File: config.mk
export PLATFORM = sky130hd
export DESIGN_NAME = cigar_query_interval_trim
export DESIGN_NICKNAME = d
export VERILOG_FILES = /design/src/design/cqit_pkg.sv /design/src/design/cqit_datapath.sv /design/src/design/cqit_ctrl.sv /design/src/design/cigar_query_interval_trim.sv
export SDC_FILE = /design/constraint.sdc
export NUM_CORES = 1
export LEC_CHECK = 0
export BUFFER_PORTS_ARGS = -buffer_cell sky130_fd_sc_hd__buf_2
export CORE_UTILIZATION = 45
export CTS_CLUSTER_SIZE = 14
export DETAILED_ROUTE_END_ITERATION = 8
export PLACE_DENSITY = 0.65
export SYNTH_ARGS = -nofsm -noshare
export SYNTH_HDL_FRONTEND = slang
export SYNTH_SLANG_ARGS = --single-unit
File: constraint.sdc
create_clock -name clk -period 8.2 [get_ports clk]
set_clock_uncertainty 0.2 [all_clocks]
set_input_delay 1.23 -clock clk [delete_from_list [all_inputs] [get_ports clk]]
set_output_delay 1.23 -clock clk [all_outputs]
set_load 0.02 [all_outputs]
File: src/design/cqit_pkg.sv
`timescale 1ns / 1ps

package cqit_pkg;

    localparam int CODE_W       = 4;
    localparam int LEN_W        = 28;
    localparam int POS_W        = 31;
    localparam int CUR_W        = 32;
    localparam int ENTRY_W      = LEN_W + CODE_W;
    localparam int MAX_HELD_DEF = 8;

    // M, I, S, =, X consume the query
    localparam logic [15:0] CONSUME_MASK = 16'h0193;

    typedef enum logic [2:0] {
        S_IDLE,
        S_EVAL,
        S_FLUSH,
        S_OP,
        S_END
    } state_t;

    typedef struct packed {
        logic load;
        logic eval;
        logic emit_held;
        logic emit_op;
        logic emit_end;
    } cmd_t;

    typedef struct packed {
        logic emit_now;
        logic flush_now;
        logic flush_last;
        logic rec_last;
        logic out_free;
    } status_t;

    function automatic logic [LEN_W-1:0] sat_len(input logic [CUR_W-1:0] v);
        logic [LEN_W-1:0] r;
        if (|v[CUR_W-1:LEN_W])
        begin
            r = '1;
        end
        else
        begin
            r = v[LEN_W-1:0];
        end
        return r;
    endfunction

endpackage

File: src/design/cqit_datapath.sv
`timescale 1ns / 1ps

module cqit_datapath #(
    parameter int MAX_HELD = cqit_pkg::MAX_HELD_DEF
) (
    input  logic                           clk,
    input  logic                           rst_n,
    input  cqit_pkg::cmd_t                 cmd,
    output cqit_pkg::status_t              status,
    input  logic [cqit_pkg::CODE_W-1:0]    op_code,
    input  logic [cqit_pkg::LEN_W-1:0]     op_length,
    input  logic [cqit_pkg::POS_W-1:0]     trim_start,
    input  logic [cqit_pkg::POS_W-1:0]     trim_end,
    input  logic                           last_op,
    output logic                           out_valid,
    input  logic                           out_stall,
    output logic [cqit_pkg::CODE_W-1:0]    out_code,
    output logic [cqit_pkg::LEN_W-1:0]     out_length,
    output logic                           has_op,
    output logic                           end_of_record,
    output logic                           overflow
);

    localparam int IDX_W = (MAX_HELD > 1) ? $clog2(MAX_HELD) : 1;
    localparam int CNT_W = $clog2(MAX_HELD + 1);

    logic [cqit_pkg::CODE_W-1:0]  it_code_reg;
    logic [cqit_pkg::LEN_W-1:0]   it_len_reg;
    logic [cqit_pkg::POS_W-1:0]   it_s_reg;
    logic [cqit_pkg::POS_W-1:0]   it_e_reg;
    logic                         it_last_reg;

    logic [cqit_pkg::CUR_W-1:0]   cursor_reg;
    logic                         inside_reg;
    logic                         done_reg;
    logic                         emitted_reg;
    logic [CNT_W-1:0]             held_count_reg;
    logic                         ovf_reg;
    logic [CNT_W-1:0]             flush_cnt_reg;
    logic [CNT_W-1:0]             flush_idx_reg;
    logic [cqit_pkg::CODE_W-1:0]  res_code_reg;
    logic [cqit_pkg::LEN_W-1:0]   res_len_reg;

    logic [cqit_pkg::ENTRY_W-1:0] held_mem [MAX_HELD];
    logic [cqit_pkg::ENTRY_W-1:0] rd_data_reg;

    logic                         out_valid_reg;
    logic                         out_valid_next;
    logic [cqit_pkg::CODE_W-1:0]  out_code_reg;
    logic [cqit_pkg::LEN_W-1:0]   out_length_reg;
    logic                         has_op_reg;
    logic                         eor_reg;
    logic                         ovf_out_reg;

    logic [cqit_pkg::POS_W-1:0]   e_eff;
    logic [cqit_pkg::CUR_W-1:0]   e_ext;
    logic [cqit_pkg::CUR_W-1:0]   s_ext;
    logic                         cons;
    logic [cqit_pkg::CUR_W-1:0]   after;
    logic                         end_cross;
    logic                         enter;
    logic [cqit_pkg::CUR_W-1:0]   nl_cross;
    logic                         keep_it;
    logic [cqit_pkg::LEN_W-1:0]   res_len;
    logic                         emit;
    logic                         hold;
    logic                         drop_full;
    logic [CNT_W-1:0]             flush_idx_inc;
    logic [CNT_W-1:0]             rd_addr_full;
    logic [IDX_W-1:0]             rd_addr;

    always_comb
    begin
        e_eff     = (it_e_reg < it_s_reg) ? it_s_reg : it_e_reg;
        e_ext     = {1'b0, e_eff};
        s_ext     = {1'b0, it_s_reg};
        cons      = cqit_pkg::CONSUME_MASK[it_code_reg];
        after     = cons ? cursor_reg + {{(cqit_pkg::CUR_W - cqit_pkg::LEN_W){1'b0}}, it_len_reg}
                         : cursor_reg;
        end_cross = after > e_ext;
        enter     = (after > s_ext) && !inside_reg;
        if (inside_reg)
        begin
            nl_cross = (e_ext >= cursor_reg) ? e_ext - cursor_reg : '0;
        end
        else
        begin
            nl_cross = e_ext - s_ext;
        end

        keep_it   = 1'b0;
        res_len   = it_len_reg;
        emit      = 1'b0;
        hold      = 1'b0;
        drop_full = 1'b0;
        if (!done_reg)
        begin
            if (end_cross)
            begin
                res_len = cqit_pkg::sat_len(nl_cross);
                emit    = (nl_cross != '0) && (cons || !emitted_reg);
            end
            else if (enter)
            begin
                keep_it = 1'b1;
                res_len = cqit_pkg::sat_len(after - s_ext);
            end
            else if (inside_reg)
            begin
                keep_it = 1'b1;
            end
        end
        if (keep_it)
        begin
            if (cons || !emitted_reg)
            begin
                emit = 1'b1;
            end
            else if (held_count_reg < CNT_W'(MAX_HELD))
            begin
                hold = 1'b1;
            end
            else
            begin
                drop_full = 1'b1;
            end
        end
    end

    assign flush_idx_inc = flush_idx_reg + CNT_W'(1);

    always_comb
    begin
        if (cmd.emit_held)
        begin
            rd_addr_full = flush_idx_inc;
        end
        else if (cmd.eval)
        begin
            rd_addr_full = '0;
        end
        else
        begin
            rd_addr_full = flush_idx_reg;
        end
    end

    assign rd_addr = rd_addr_full[IDX_W-1:0];

    always_ff @(posedge clk)
    begin
        if (cmd.eval && hold)
        begin
            held_mem[held_count_reg[IDX_W-1:0]] <= {res_len, it_code_reg};
        end
        rd_data_reg <= held_mem[rd_addr];
    end

    always_ff @(posedge clk)
    begin
        if (cmd.load)
        begin
            it_code_reg <= op_code;
            it_len_reg  <= op_length;
            it_s_reg    <= trim_start;
            it_e_reg    <= trim_end;
        end
        if (cmd.eval)
        begin
            res_code_reg <= it_code_reg;
            res_len_reg  <= res_len;
        end
        if (cmd.emit_held)
        begin
            out_code_reg   <= rd_data_reg[cqit_pkg::CODE_W-1:0];
            out_length_reg <= rd_data_reg[cqit_pkg::ENTRY_W-1:cqit_pkg::CODE_W];
            has_op_reg     <= 1'b1;
            eor_reg        <= 1'b0;
            ovf_out_reg    <= 1'b0;
        end
        else if (cmd.emit_op)
        begin
            out_code_reg   <= res_code_reg;
            out_length_reg <= res_len_reg;
            has_op_reg     <= 1'b1;
            eor_reg        <= 1'b0;
            ovf_out_reg    <= 1'b0;
        end
        else if (cmd.emit_end)
        begin
            out_code_reg   <= '0;
            out_length_reg <= '0;
            has_op_reg     <= 1'b0;
            eor_reg        <= 1'b1;
            ovf_out_reg    <= ovf_reg;
        end
    end

    always_comb
    begin
        if (cmd.emit_held || cmd.emit_op || cmd.emit_end)
        begin
            out_valid_next = 1'b1;
        end
        else if (!out_stall)
        begin
            out_valid_next = 1'b0;
        end
        else
        begin
            out_valid_next = out_valid_reg;
        end
    end

    always_ff @(posedge clk or negedge rst_n)
    begin
        if (!rst_n)
        begin
            it_last_reg    <= 1'b0;
            cursor_reg     <= '0;
            inside_reg     <= 1'b0;
            done_reg       <= 1'b0;
            emitted_reg    <= 1'b0;
            held_count_reg <= '0;
            ovf_reg        <= 1'b0;
            flush_cnt_reg  <= '0;
            flush_idx_reg  <= '0;
            out_valid_reg  <= 1'b0;
        end
        else
        begin
            out_valid_reg <= out_valid_next;
            if (cmd.load)
            begin
                it_last_reg <= last_op;
            end
            if (cmd.eval && !done_reg)
            begin
                cursor_reg <= after;
                if (end_cross)
                begin
                    done_reg <= 1'b1;
                end
                else if (enter)
                begin
                    inside_reg <= 1'b1;
                end
                if (emit)
                begin
                    emitted_reg   <= 1'b1;
                    flush_cnt_reg <= held_count_reg;
                    flush_idx_reg <= '0;
                end
                if (end_cross || emit)
                begin
                    held_count_reg <= '0;
                end
                else if (hold)
                begin
                    held_count_reg <= held_count_reg + CNT_W'(1);
                end
                if (drop_full)
                begin
                    ovf_reg <= 1'b1;
                end
            end
            if (cmd.emit_held)
            begin
                flush_idx_reg <= flush_idx_inc;
            end
            if (cmd.emit_end)
            begin
                cursor_reg     <= '0;
                inside_reg     <= 1'b0;
                done_reg       <= 1'b0;
                emitted_reg    <= 1'b0;
                held_count_reg <= '0;
                ovf_reg        <= 1'b0;
            end
        end
    end

    assign status.emit_now   = emit;
    assign status.flush_now  = emit && (held_count_reg != '0);
    assign status.flush_last = (flush_idx_inc == flush_cnt_reg);
    assign status.rec_last   = it_last_reg;
    assign status.out_free   = !out_valid_reg || !out_stall;

    assign out_valid     = out_valid_reg;
    assign out_code      = out_code_reg;
    assign out_length    = out_length_reg;
    assign has_op        = has_op_reg;
    assign end_of_record = eor_reg;
    assign overflow      = ovf_out_reg;

endmodule

File: src/design/cqit_ctrl.sv
`timescale 1ns / 1ps

module cqit_ctrl (
    input  logic              clk,
    input  logic              rst_n,
    input  logic              in_valid,
    output logic              in_stall,
    input  cqit_pkg::status_t status,
    output cqit_pkg::cmd_t    cmd
);

    cqit_pkg::state_t state_reg;
    cqit_pkg::state_t state_next;

    always_ff @(posedge clk or negedge rst_n)
    begin
        if (!rst_n)
        begin
            state_reg <= cqit_pkg::S_IDLE;
        end
        else
        begin
            state_reg <= state_next;
        end
    end

    always_comb
    begin
        state_next = state_reg;
        case (state_reg)
            cqit_pkg::S_IDLE:
            begin
                if (in_valid)
                begin
                    state_next = cqit_pkg::S_EVAL;
                end
            end
            cqit_pkg::S_EVAL:
            begin
                if (status.flush_now)
                begin
                    state_next = cqit_pkg::S_FLUSH;
                end
                else if (status.emit_now)
                begin
                    state_next = cqit_pkg::S_OP;
                end
                else if (status.rec_last)
                begin
                    state_next = cqit_pkg::S_END;
                end
                else
                begin
                    state_next = cqit_pkg::S_IDLE;
                end
            end
            cqit_pkg::S_FLUSH:
            begin
                if (status.out_free && status.flush_last)
                begin
                    state_next = cqit_pkg::S_OP;
                end
            end
            cqit_pkg::S_OP:
            begin
                if (status.out_free)
                begin
                    state_next = status.rec_last ? cqit_pkg::S_END : cqit_pkg::S_IDLE;
                end
            end
            cqit_pkg::S_END:
            begin
                if (status.out_free)
                begin
                    state_next = cqit_pkg::S_IDLE;
                end
            end
            default:
            begin
                state_next = cqit_pkg::S_IDLE;
            end
        endcase
    end

    always_comb
    begin
        cmd      = '0;
        in_stall = 1'b1;
        case (state_reg)
            cqit_pkg::S_IDLE:
            begin
                in_stall = 1'b0;
                cmd.load = in_valid;
            end
            cqit_pkg::S_EVAL:
            begin
                cmd.eval = 1'b1;
            end
            cqit_pkg::S_FLUSH:
            begin
                cmd.emit_held = status.out_free;
            end
            cqit_pkg::S_OP:
            begin
                cmd.emit_op = status.out_free;
            end
            cqit_pkg::S_END:
            begin
                cmd.emit_end = status.out_free;
            end
            default:
            begin
                cmd = '0;
            end
        endcase
    end

endmodule

File: src/design/cigar_query_interval_trim.sv
// Trims a record's CIGAR ops, streamed one per transaction, to the query interval
// [trim_start, trim_end) and streams out the kept ops, closing each record with an
// end marker on the transaction flagged last_op. Each op is accepted, then evaluated;
// any held non-query ops are then released before it, then the kept op is sent and,
// after the last op, the end marker; output stalls hold each of these steps.
// The rate is set by the controller stepping through these phases one at a time
// and by the single read port of the held-op buffer (MAX_HELD entries).
`timescale 1ns / 1ps

module cigar_query_interval_trim #(
    parameter int MAX_HELD = cqit_pkg::MAX_HELD_DEF
) (
    input  logic                        clk,
    input  logic                        rst_n,
    input  logic                        in_valid,
    output logic                        in_stall,
    input  logic [cqit_pkg::CODE_W-1:0] op_code,
    input  logic [cqit_pkg::LEN_W-1:0]  op_length,
    input  logic [cqit_pkg::POS_W-1:0]  trim_start,
    input  logic [cqit_pkg::POS_W-1:0]  trim_end,
    input  logic                        last_op,
    output logic                        out_valid,
    input  logic                        out_stall,
    output logic [cqit_pkg::CODE_W-1:0] out_code,
    output logic [cqit_pkg::LEN_W-1:0]  out_length,
    output logic                        has_op,
    output logic                        end_of_record,
    output logic                        overflow
);

    cqit_pkg::cmd_t    cmd;
    cqit_pkg::status_t status;

    cqit_ctrl u_ctrl (
        .clk      (clk),
        .rst_n    (rst_n),
        .in_valid (in_valid),
        .in_stall (in_stall),
        .status   (status),
        .cmd      (cmd)
    );

    cqit_datapath #(
        .MAX_HELD (MAX_HELD)
    ) u_datapath (
        .clk           (clk),
        .rst_n         (rst_n),
        .cmd           (cmd),
        .status        (status),
        .op_code       (op_code),
        .op_length     (op_length),
        .trim_start    (trim_start),
        .trim_end      (trim_end),
        .last_op       (last_op),
        .out_valid     (out_valid),
        .out_stall     (out_stall),
        .out_code      (out_code),
        .out_length    (out_length),
        .has_op        (has_op),
        .end_of_record (end_of_record),
        .overflow      (overflow)
    );

endmodule

### Word-level counts from Yosys, hierarchy flattened

Memory sizes are Yosys's and may differ from the RTL's. A register that Yosys moved wholly into a read port is not among the register bits.
Index checks and enable logic that the tools add are counted.

* register bits after elaboration: 214
* latch bits: 0
* RAM bits: 256
* memory bits (read-only): 16
* bits of input ports: 99
* output and inout port bits: 37
* memories kept: 2

Memory list
* u_datapath.held_mem: depth 8, width 32, rd ports 1, clocked after memory_dff 1, wr ports 1, RTL line cqit_datapath.sv:44 `logic [cqit_pkg::ENTRY_W-1:0] held_mem [MAX_HELD];`
* (no name shown): depth 16, width 1, rd ports 1, clocked after memory_dff 1, wr ports 0, RTL line cqit_datapath.sv:77 `cons = cqit_pkg::CONSUME_MASK[it_code_reg];`

* add/subtract/negate cells: 6
* multiply operators: 0
* div/mod/pow operators: 0
* magnitude comparators: 6
* eq/ne operators: 11
* shift operators: 0
* mux-type cells: 73
* bitwise gates (word level): 0
* reduce and logical (&&, ||, !) cells: 39

Operators with widths (number)
* $mux W28: 8
* $mux W32: 5
* $gt A32 B31 Y1: 2
* $mux W4: 11
* $mux W1: 38
* $add A32 B28 Y32: 1
* $ge A31 B32 Y1: 1
* $reduce_bool A32 Y1: 1
* $sub A31 B31 Y32: 1
* $sub A31 B32 Y32: 1
* $sub A32 B31 Y32: 1
* $lt A31 B31 Y1: 1
* $mux W31: 1
* $mux W3: 9
* $pmux W3 S5: 1
* $reduce_bool A2 Y1: 7
* $reduce_and A2 Y1: 6
* $ne A2 B1 Y1 const B: 5
* $add A4 B1 Y4 const B: 2
* $reduce_or A4 Y1: 2
* $eq A3 B2 Y1 const B: 2
* $logic_and A1 B1 Y1: 6
* $reduce_bool A3 Y1: 2
* $logic_not A1 Y1: 5
* 12 further kinds: 16

### Logic depth before layout (Yosys ltp)

Gate-level depths: netlist of the first run.

* word-level depth: 15
* mapped depth: 32
* mapped depth without buffers: 29

### Hierarchy

From an unflattened synthesis of the first run, not the netlist that was laid out.

* cells, all modules: 2798
* area total of the unflattened synthesis: 28763.8 µm²

By module, submodules not included
* cqit_datapath: instances 1, cells each 2766, area each 28509.8 µm², seq. area each 14403.8 µm²
* cqit_ctrl: instances 1, cells each 32, area each 254.0 µm², seq. area each 75.1 µm²

### Least setup slack after synthesis of the first run

Ideal clock, no wire load.

* path type: register to register
* start point: register u_datapath.it_s_reg[1] (netlist name)
* end point: memory u_datapath.held_mem[0][0] (netlist name) (enable)
* arrival time: 7.767 ns
* required time: 7.539 ns
* setup slack: -0.228 ns
* stages on the path, launching flop included: 30
* clock period less this slack: 8.428 ns
* cell sequence: edfxtp_1 -> inv_1 -> ha_1 -> a21o_1 -> a21o_1 -> a21o_1 -> a21o_1 -> a21o_1 -> a211oi_1 -> o22ai_1 -> o41ai_1 -> nand2_1 -> a21oi_1 -> clkbuf_1 -> buf_2 -> mux2i_1 -> ha_1 -> a21o_1 -> a21o_1 -> a21oi_1 -> o21a_1 -> nor3_1 -> or4_1 -> o21ai_0 -> and3_1 -> clkbuf_1 -> and4bb_2 -> and2_1 -> nand2_1 -> nor3_1

* longest elaborated chain between the ends: 9
* elaborated cells between the ends (all ways): 12
* those cells by class: order compare: 3; mux: 7; reduce/logical: 2

Ends and longest elaborated chain
* start: declaration: RTL line cqit_datapath.sv:29 `logic [cqit_pkg::POS_W-1:0] it_s_reg;`
* start signal: assignment: RTL line cqit_datapath.sv:165 `it_s_reg <= trim_start;`
* $lt A31 B31 Y1 / $gt A32 B31 Y1 (equally long branches): RTL line cqit_datapath.sv:74, cqit_datapath.sv:81
* $mux W31 / $logic_and A1 B1 Y1 (equally long branches): RTL line cqit_datapath.sv:74, cqit_datapath.sv:81
* $gt A32 B31 Y1 / $mux W1 (equally long branches): RTL line cqit_datapath.sv:80, cqit_datapath.sv:103
* $mux W1 (*): RTL line cqit_datapath.sv:98 `if (end_cross)`
* $mux W1 (*): RTL line cqit_datapath.sv:96 `if (!done_reg)`
* $mux W1 (*): RTL line cqit_datapath.sv:113 `if (keep_it)`
* $logic_and A1 B1 Y1 (*): RTL line cqit_datapath.sv:152 `if (cmd.eval && hold)`
* $mux W1 (*): RTL line cqit_datapath.sv:152
* $mux W1 (not written as such) (*): RTL line cqit_datapath.sv:154 `held_mem[held_count_reg[IDX_W-1:0]] <= {res_len, it_code_reg};`
* end: declaration: RTL line cqit_datapath.sv:44

Mark *: on every way between the ends. The rest lies on a longest branch, timed or not.

### Worst setup path in the final report of the first run

* start point: register u_datapath.it_len_reg[0] (netlist name)
* end point: memory u_datapath.held_mem[0][17] (netlist name) (enable)

* longest elaborated chain between the ends: 11
* elaborated cells between the ends (all ways): 12
* those cells by class: add/sub: 1; order compare: 2; mux: 7; reduce/logical: 2

Ends and longest elaborated chain
* start: declaration: RTL line cqit_datapath.sv:28 `logic [cqit_pkg::LEN_W-1:0] it_len_reg;`
* start signal: assignment: RTL line cqit_datapath.sv:164 `it_len_reg <= op_length;`
* $add A32 B28 Y32 (*): RTL line cqit_datapath.sv:78 `after = cons ? cursor_reg + {{(cqit_pkg::CUR_W - cqit_pkg::LEN_W){1'b0}}, it_len_reg}`
* $mux W32 (*): RTL line cqit_datapath.sv:78
* $gt A32 B31 Y1: RTL line cqit_datapath.sv:81 `enter = (after > s_ext) && !inside_reg;`
* $logic_and A1 B1 Y1: RTL line cqit_datapath.sv:81
* $mux W1: RTL line cqit_datapath.sv:103 `else if (enter)`
* $mux W1 (*): RTL line cqit_datapath.sv:98
* $mux W1 (*): RTL line cqit_datapath.sv:96
* $mux W1 (*): RTL line cqit_datapath.sv:113
* $logic_and A1 B1 Y1 (*): RTL line cqit_datapath.sv:152
* $mux W1 (*): RTL line cqit_datapath.sv:152
* $mux W1 (not written as such) (*): RTL line cqit_datapath.sv:154

Marked as above.

==> results of run 1 <==
worst max-delay path, stage by stage (launching register included):
cell and delay [ps]:
edfxtp_1 460, ha_1 270, fa_1 420, a21o_1 180
a21oi_1 230, nor2b_1 100, o31a_1 320, a211oi_1 490
o21bai_1 240, a2111oi_1 460, nor3_1 120, a21oi_1 200
xnor2_1 260, nand2_1 90, o21ai_0 140, ha_1 290
a21o_1 160, a21oi_1 150, o21a_1 160, nor3_1 40
or4_1 500, o21ai_0 460, and3_1 280, and4bb_2 280
and2_1 180, nand2_1 270, nor3_4 250, buf_12 260
per-layer routing:
metal | vias to the layer above | global-route usage (%) | part of all wire [%] | routed length [um]
li1 | 10696 | - | - | -
met1 | 10963 | 36.8 | 43 | 38600
met2 | 812 | 44.9 | 47 | 41800
met3 | 162 | 2.95 | 5.8 | 5160
met4 | 0 | 11.0 | 4.2 | 3750
met5 | - | 0 | 0 | 0
kinds of logic after synthesis:
group | after synthesis | synth area share (%)
AND/OR/NAND/NOR | 974 | 15.4
AO/OA/AOI/OAI | 708 | 16.6
flip-flops | 503 | 50.3
buffers and inverters | 220 | 3.08
adder cells (fa/ha/maj) | 190 | 8.36
XOR/XNOR | 99 | 3.01
multiplexers | 87 | 3.29
where the power goes:
group | internal [uW] | leakage [uW] | total (uW) | switching (uW)
logic | 2800 | 0.00746 | 7950 | 5160
clock network | 1510 | 0.000913 | 2540 | 1030
registers | 3530 | 0.00478 | 3810 | 287
per-stage QoR:
stage | cells | worst slack (ps)
after floorplan | 2781 | 629
after global placement | 3735 | 78.0
after detailed placement | 3735 | 71.8
after CTS | 3836 | 34.0
after global routing | 3839 | 13.4
final | 3840 | 332
how the worst min path moves through the flow:
stage / to / cells past startpoint
floorplan: u_datapath.emitted_reg$_DFFE_PN0P_ / 1
global placement: u_datapath.emitted_reg$_DFFE_PN0P_ / 1
detailed placement: u_datapath.emitted_reg$_DFFE_PN0P_ / 1
CTS: u_datapath.emitted_reg$_DFFE_PN0P_ / 1
global route: u_datapath.emitted_reg$_DFFE_PN0P_ / 1
finish: u_datapath.emitted_reg$_DFFE_PN0P_ / 1
repair_timing:
action	4_1_cts	5_1_grt
gates resized for setup	0	11
buffers inserted	0	3
setup endpoints to repair	0	467
placed cells by master (no fill, tap or decap), drive strengths merged, types with 14 or more instances in the layout:
cell type / count
and3: 16
nand3: 196
nand4: 34
buf: 238
xor2: 33
a2111oi: 14
dfxtp: 36
o21bai: 14
nand2: 450
inv: 98
a21o: 87
ha: 186
and2: 18
edfxtp: 414
o21a: 31
dfrtp: 53
nor2b: 22
a211oi: 16
a31oi: 18
mux2i: 40
nand2b: 22
nor3: 45
xnor2: 66
a22o: 37
o21ai: 192
mux2: 47
o22ai: 25
clkbuf: 75
nor2: 120
a21oi: 147
o211ai: 22
layout make-up:
class	instances	area share (%)
timing repair buffer	238	4.85
multi-input combinational	2058	41.3
tap	846	3.21
sequential	503	43.9
antenna	1	0.00759
inverter	93	1.06
clock buffer	75	4.55
clock inverter	26	1.14
==> impl_metrics.tcl, run 1 <==
set metrics [dict create \
    drv_cap 0 \
    avgViaCountPerCell 5.89 \
    synth_edf_count 414 \
    synth_area_leader_cell "edfxtp_1" \
    post-route-drc-count 0 \
    yosys-top-cells-area "edfxtp_1 (43%), ha_1 (8.1%), nand2_1 (5.9%), dfrtp_1 (4.6%), nand3_1 (3.4%)" \
    die_h_um 255 \
    antenna_found_initial 1 \
    synth-seq-cells 503 \
    leakage_uw 0.0132 \
    wire_per_inst_um 23.2 \
    overflow 0 \
    finalSetupViolations 0 \
    ant_nets 0 \
    grt_max_degree 97 \
    p_per_area_nw_per_um2 434 \
    reg2regPathDepth 27 \
    fin_hold_ws_ps 292 \
    dominantRegCellSynth "edfxtp_1" \
    min-delay-start "u_datapath.emitted_reg$_DFFE_PN0P_" \
    ys_types 93 \
    crit_path_start "u_datapath.it_len_reg[0]$_DFFE_PP_" \
    area_growth_pct 14.5 \
    fillers 5515 \
    synthCells 2781 \
    max_slew.worst_pin.slew_ps 1190 \
    rows 92 \
    hold_buffers 0 \
    critPathRequiredTime_ps 8290 \
    cts.clk_slew.worst_paths_ps 60 \
    final-seq-area_um2 14500 \
    die-width_um 255 \
    dp_hpwl_um 66000 \
    final_util_pct 52.2 \
    r2r_end "u_datapath.held_mem[0][17]$_DFFE_PP_" \
    yosys_warnings 0 \
    grt_pass1_vias 21723 \
    final_area_um2 33000 \
    nets 3237 \
    start_kind "register" \
    worstPathArrival_ps 7960 \
    initial_core_util_pct 45.6 \
    netlist_area_um2 28800 \
    largest_reg_flops 256 \
    drtIter0Drc 1744 \
    rsz0062_at_grt "false" \
    cts_buffers 54 \
    synthesis.nets 3070 \
    syn_avg_cell_area_um2 10.4 \
    vdd_drop_max_uv 212 \
    via_count 22633 \
    fmax_mhz 127 \
    yosys.area.top_type_share_pct 43.2 \
    multiInputGateArea_um2 13600 \
    io_buffers 135 \
    cts_tree "yes" \
    drive_gt1_share_pct 14.5 \
    ff2ff_setup_slack_ps 330 \
    fin_setup_tns_ps 0 \
    clk_path_buf_depth 3 \
    ys_seq_area_share_pct 50.3 \
    finalHoldViolCount 0 \
    hold_path.class "reg2reg" \
    cts_max_level 2 \
    cts-root-buf "clkbuf_16" \
    grt_use_total_pct 27.3 \
    synth.most_common_cell "nand2_1" \
    place_congestion 0.991 \
    layout_min_cycle_time_ps 7870 \
    finalPower_uw 14300 \
    routed_wl_um 89200 \
    cp_max_fo 32 \
    core-area_um2 63200 \
    status "complete, no violations" \
    clkSinkCount 503 \
    synthArstFlopShare_pct 10.5 \
    firstDrtPassIters 6 \
    critical_path_class "reg2reg" \
    slew_headroom_pct 20.4 \
    slew_viol_final 0 \
    period_share_pct 95.9 \
    ios 136 \
    worstSetupEndpoint "u_datapath.held_mem[0][17]$_DFFE_PP_" \
    end_kind "register" \
    r2r_start "u_datapath.it_len_reg[0]$_DFFE_PP_" \
    synth_common_cells "nand2_1 (449), edfxtp_1 (414), nand3_1 (196), ha_1 (186), o21ai_0 (184)" \
    clock_latency_ps 640 \
    dieArea_um2 65000 \
    dpl_cell_area_um2 31000 \
    grt_pass1_wl_um 132000 \
]
Note: power is estimated with default switching activity, not from simulation.
==> run 2, diff against run 1 <==
--- a/config.mk
+++ b/config.mk
@@ -9,7 +9,7 @@
 export CORE_UTILIZATION = 45
 export CTS_CLUSTER_SIZE = 14
 export DETAILED_ROUTE_END_ITERATION = 8
-export PLACE_DENSITY = 0.65
+export PLACE_DENSITY = 0.62
 export SYNTH_ARGS = -nofsm -noshare
 export SYNTH_HDL_FRONTEND = slang
 export SYNTH_SLANG_ARGS = --single-unit
==> constraint.sdc (replaced) <==
create_clock -name clk -period 8.1 [get_ports clk]
set_clock_uncertainty 0.2 [all_clocks]
set_input_delay 1.215 -clock clk [delete_from_list [all_inputs] [get_ports clk]]
set_output_delay 1.215 -clock clk [all_outputs]
set_load 0.02 [all_outputs]
==> run 2 against run 1 <==
Effect of this change:
- clock power up 3%
- final area up 0.11%
- register-to-register slack about the same
- combinational power down 2.6%
- via count down 0.33%
- fmax up 1.3%
- first-iteration DRC count down 8.5%
- critical path depth up 1
- global-route usage down 0.55 points
- die area unchanged
- sequential share of layout area about the same
- non-clock buffer count down 6
- critical endpoint is now u_datapath.held_mem[1][13]$_DFFE_PP_
==> impl_metrics.tcl, run 2 (synthesis gave the netlist of run 1 again) <==
set metrics [dict create \
    status "complete, no violations" \
    io_buffers 135 \
    slew_headroom_pct 20.8 \
    worst_path_most_repeated_cell "a21o_1" \
    antenna_cells 0 \
    core-area_um2 63200 \
    nets 3230 \
    rows 92 \
    dieArea_um2 65000 \
    period_share_pct 95.9 \
    mostFrequentLayoutCell "nand2_1" \
    cts_tree "yes" \
    antenna_found_initial 1 \
    max_slew.worst_pin.slew_ps 1190 \
    cp_max_fo 9 \
    critical-path-max-stage-delay_ps 490 \
    rsz0062_at_grt "true" \
    drv_cap 0 \
    routed_wl_um 88200 \
    p_per_area_nw_per_um2 429 \
    largest_reg_flops 256 \
    clk_path_buf_depth 3 \
    layout_min_cycle_time_ps 7770 \
    reg2regPathDepth 28 \
    most-common-layout-cells "nand2_1 (447), edfxtp_1 (414), nand3_1 (196)" \
    area_growth_pct 14.6 \
    grt_use_total_pct 26.7 \
    fmax_mhz 129 \
    firstDrtPassIters 6 \
    hold_path.class "reg2reg" \
    worstPathArrival_ps 7940 \
    overflow 0 \
    cts_buffers 53 \
    initial_core_util_pct 45.6 \
    end_kind "register" \
    start_kind "register" \
    place_congestion 0.973 \
    drive_gt1_share_pct 14.6 \
    cts_max_level 2 \
    via_count 22559 \
    critical_path_class "reg2reg" \
    fin_hold_ws_ps 302 \
    cts-root-buf "clkbuf_16" \
    wire_per_inst_um 23.0 \
    hold_buffers 0 \
    vdd_drop_max_uv 202 \
    critPathRequiredTime_ps 8270 \
    whs_path_depth 1 \
    clkSinkCount 503 \
    slew_viol_final 0 \
    post-route-drc-count 0 \
    finalSetupViolations 0 \
    dp_hpwl_um 64000 \
    leakage_uw 0.0131 \
    ant_nets 0 \
    avgViaCountPerCell 5.89 \
    grt_max_degree 97 \
    die-width_um 255 \
    final_util_pct 52.2 \
    grt_pass1_wl_um 131000 \
    grt_pass1_vias 21659 \
    clock_latency_ps 630 \
    drtIter0Drc 1595 \
    die_h_um 255 \
    ios 136 \
    cp_slowest_cell "a2111oi_4" \
    finalHoldViolCount 0 \
    cts.clk_slew.worst_paths_ps 60 \
]
==> run 2: cell types whose count changed in the layout (fill, tap and decap cells not counted), moves of 3 or more <==
| cell | previous run | this run |
|---|---|---|
| buf_4 | 91 | 83 |
| clkbuf_1 | 14 | 8 |
| a211oi_1 | 13 | 10 |
| clkinv_1 | 2 | 9 |
==> run 2: repair_timing <==
action	in CTS	in global routing
gates resized for setup	1	21
pin swaps	0	6
cloned	0	1
setup buffers	0	2
setup endpoints to repair	9	387
==> run 2: through the flow <==
step / area, um^2 / cells / total power [uW] / worst slack, ps / setup TNS, ps
2_1_floorplan: 28800 / 2781 / 8940 / 529 / 0
3_3_place_gp: 31000 / 3729 / 11300 / 43.2 / 0
3_5_place_dp: 31000 / 3729 / 11400 / -24.0 / -215
4_1_cts: 32900 / 3829 / 14100 / 11.0 / 0
5_1_grt: 33000 / 3832 / 15000 / -33.7 / -421
6_report: 33000 / 3832 / 14200 / 334 / 0
==> run 2: final timing paths <==
kind                                                  start                                    end  slack [ps]
max                        u_datapath.it_s_reg[1]$_DFFE_PP_   u_datapath.held_mem[1][13]$_DFFE_PP_         330
min                        u_datapath.overflow$_SDFFE_PP0P_       u_datapath.overflow$_SDFFE_PP0P_         300
max reg2reg                u_datapath.it_s_reg[1]$_DFFE_PP_   u_datapath.held_mem[1][13]$_DFFE_PP_         330
min reg2reg                u_datapath.overflow$_SDFFE_PP0P_       u_datapath.overflow$_SDFFE_PP0P_         300
max in group asynchronous                             rst_n   u_datapath.cursor_reg[5]$_DFFE_PN0P_        6620
min in group asynchronous                             rst_n  u_datapath.cursor_reg[28]$_DFFE_PN0P_         540
==> run 2: layout make-up <==
type                       instances  area, um^2
clock buffer                      66        1430
clock inverter                    34         468
fill                            5606       30200
inverter                          93         349
multi-input combinational       2058       13700
sequential                       503       14500
tap                              846        1060
timing repair buffer             232        1570
==> run 2: where the power goes <==
| group | internal, uW | switching [uW] |
|---|---|---|
| Clock | 1550 | 1070 |
| Sequential | 3550 | 265 |
| Combinational | 2750 | 4990 |
==> run 2: critical path: cells and delay by family, from the launching register on <==
family,cells,cell delay (ps)
AND/OR/NAND/NOR,2,340
flip-flops,1,450
AO/OA/AOI/OAI,19,4650
adder cells (fa/ha/maj),2,700
multiplexers,1,380
buffers and inverters,4,800
==> run 2: metal layers <==
metal / part of all wire [%] / up-vias / GRT usage [%] / wire, um
met5: 0 / - / 0 / 0
met4: 4.3 / 0 / 10.8 / 3760
met3: 5.2 / 153 / 2.79 / 4600
met2: 47 / 775 / 44.1 / 41400
met1: 44 / 10963 / 36.0 / 38400
li1: - / 10668 / - / -
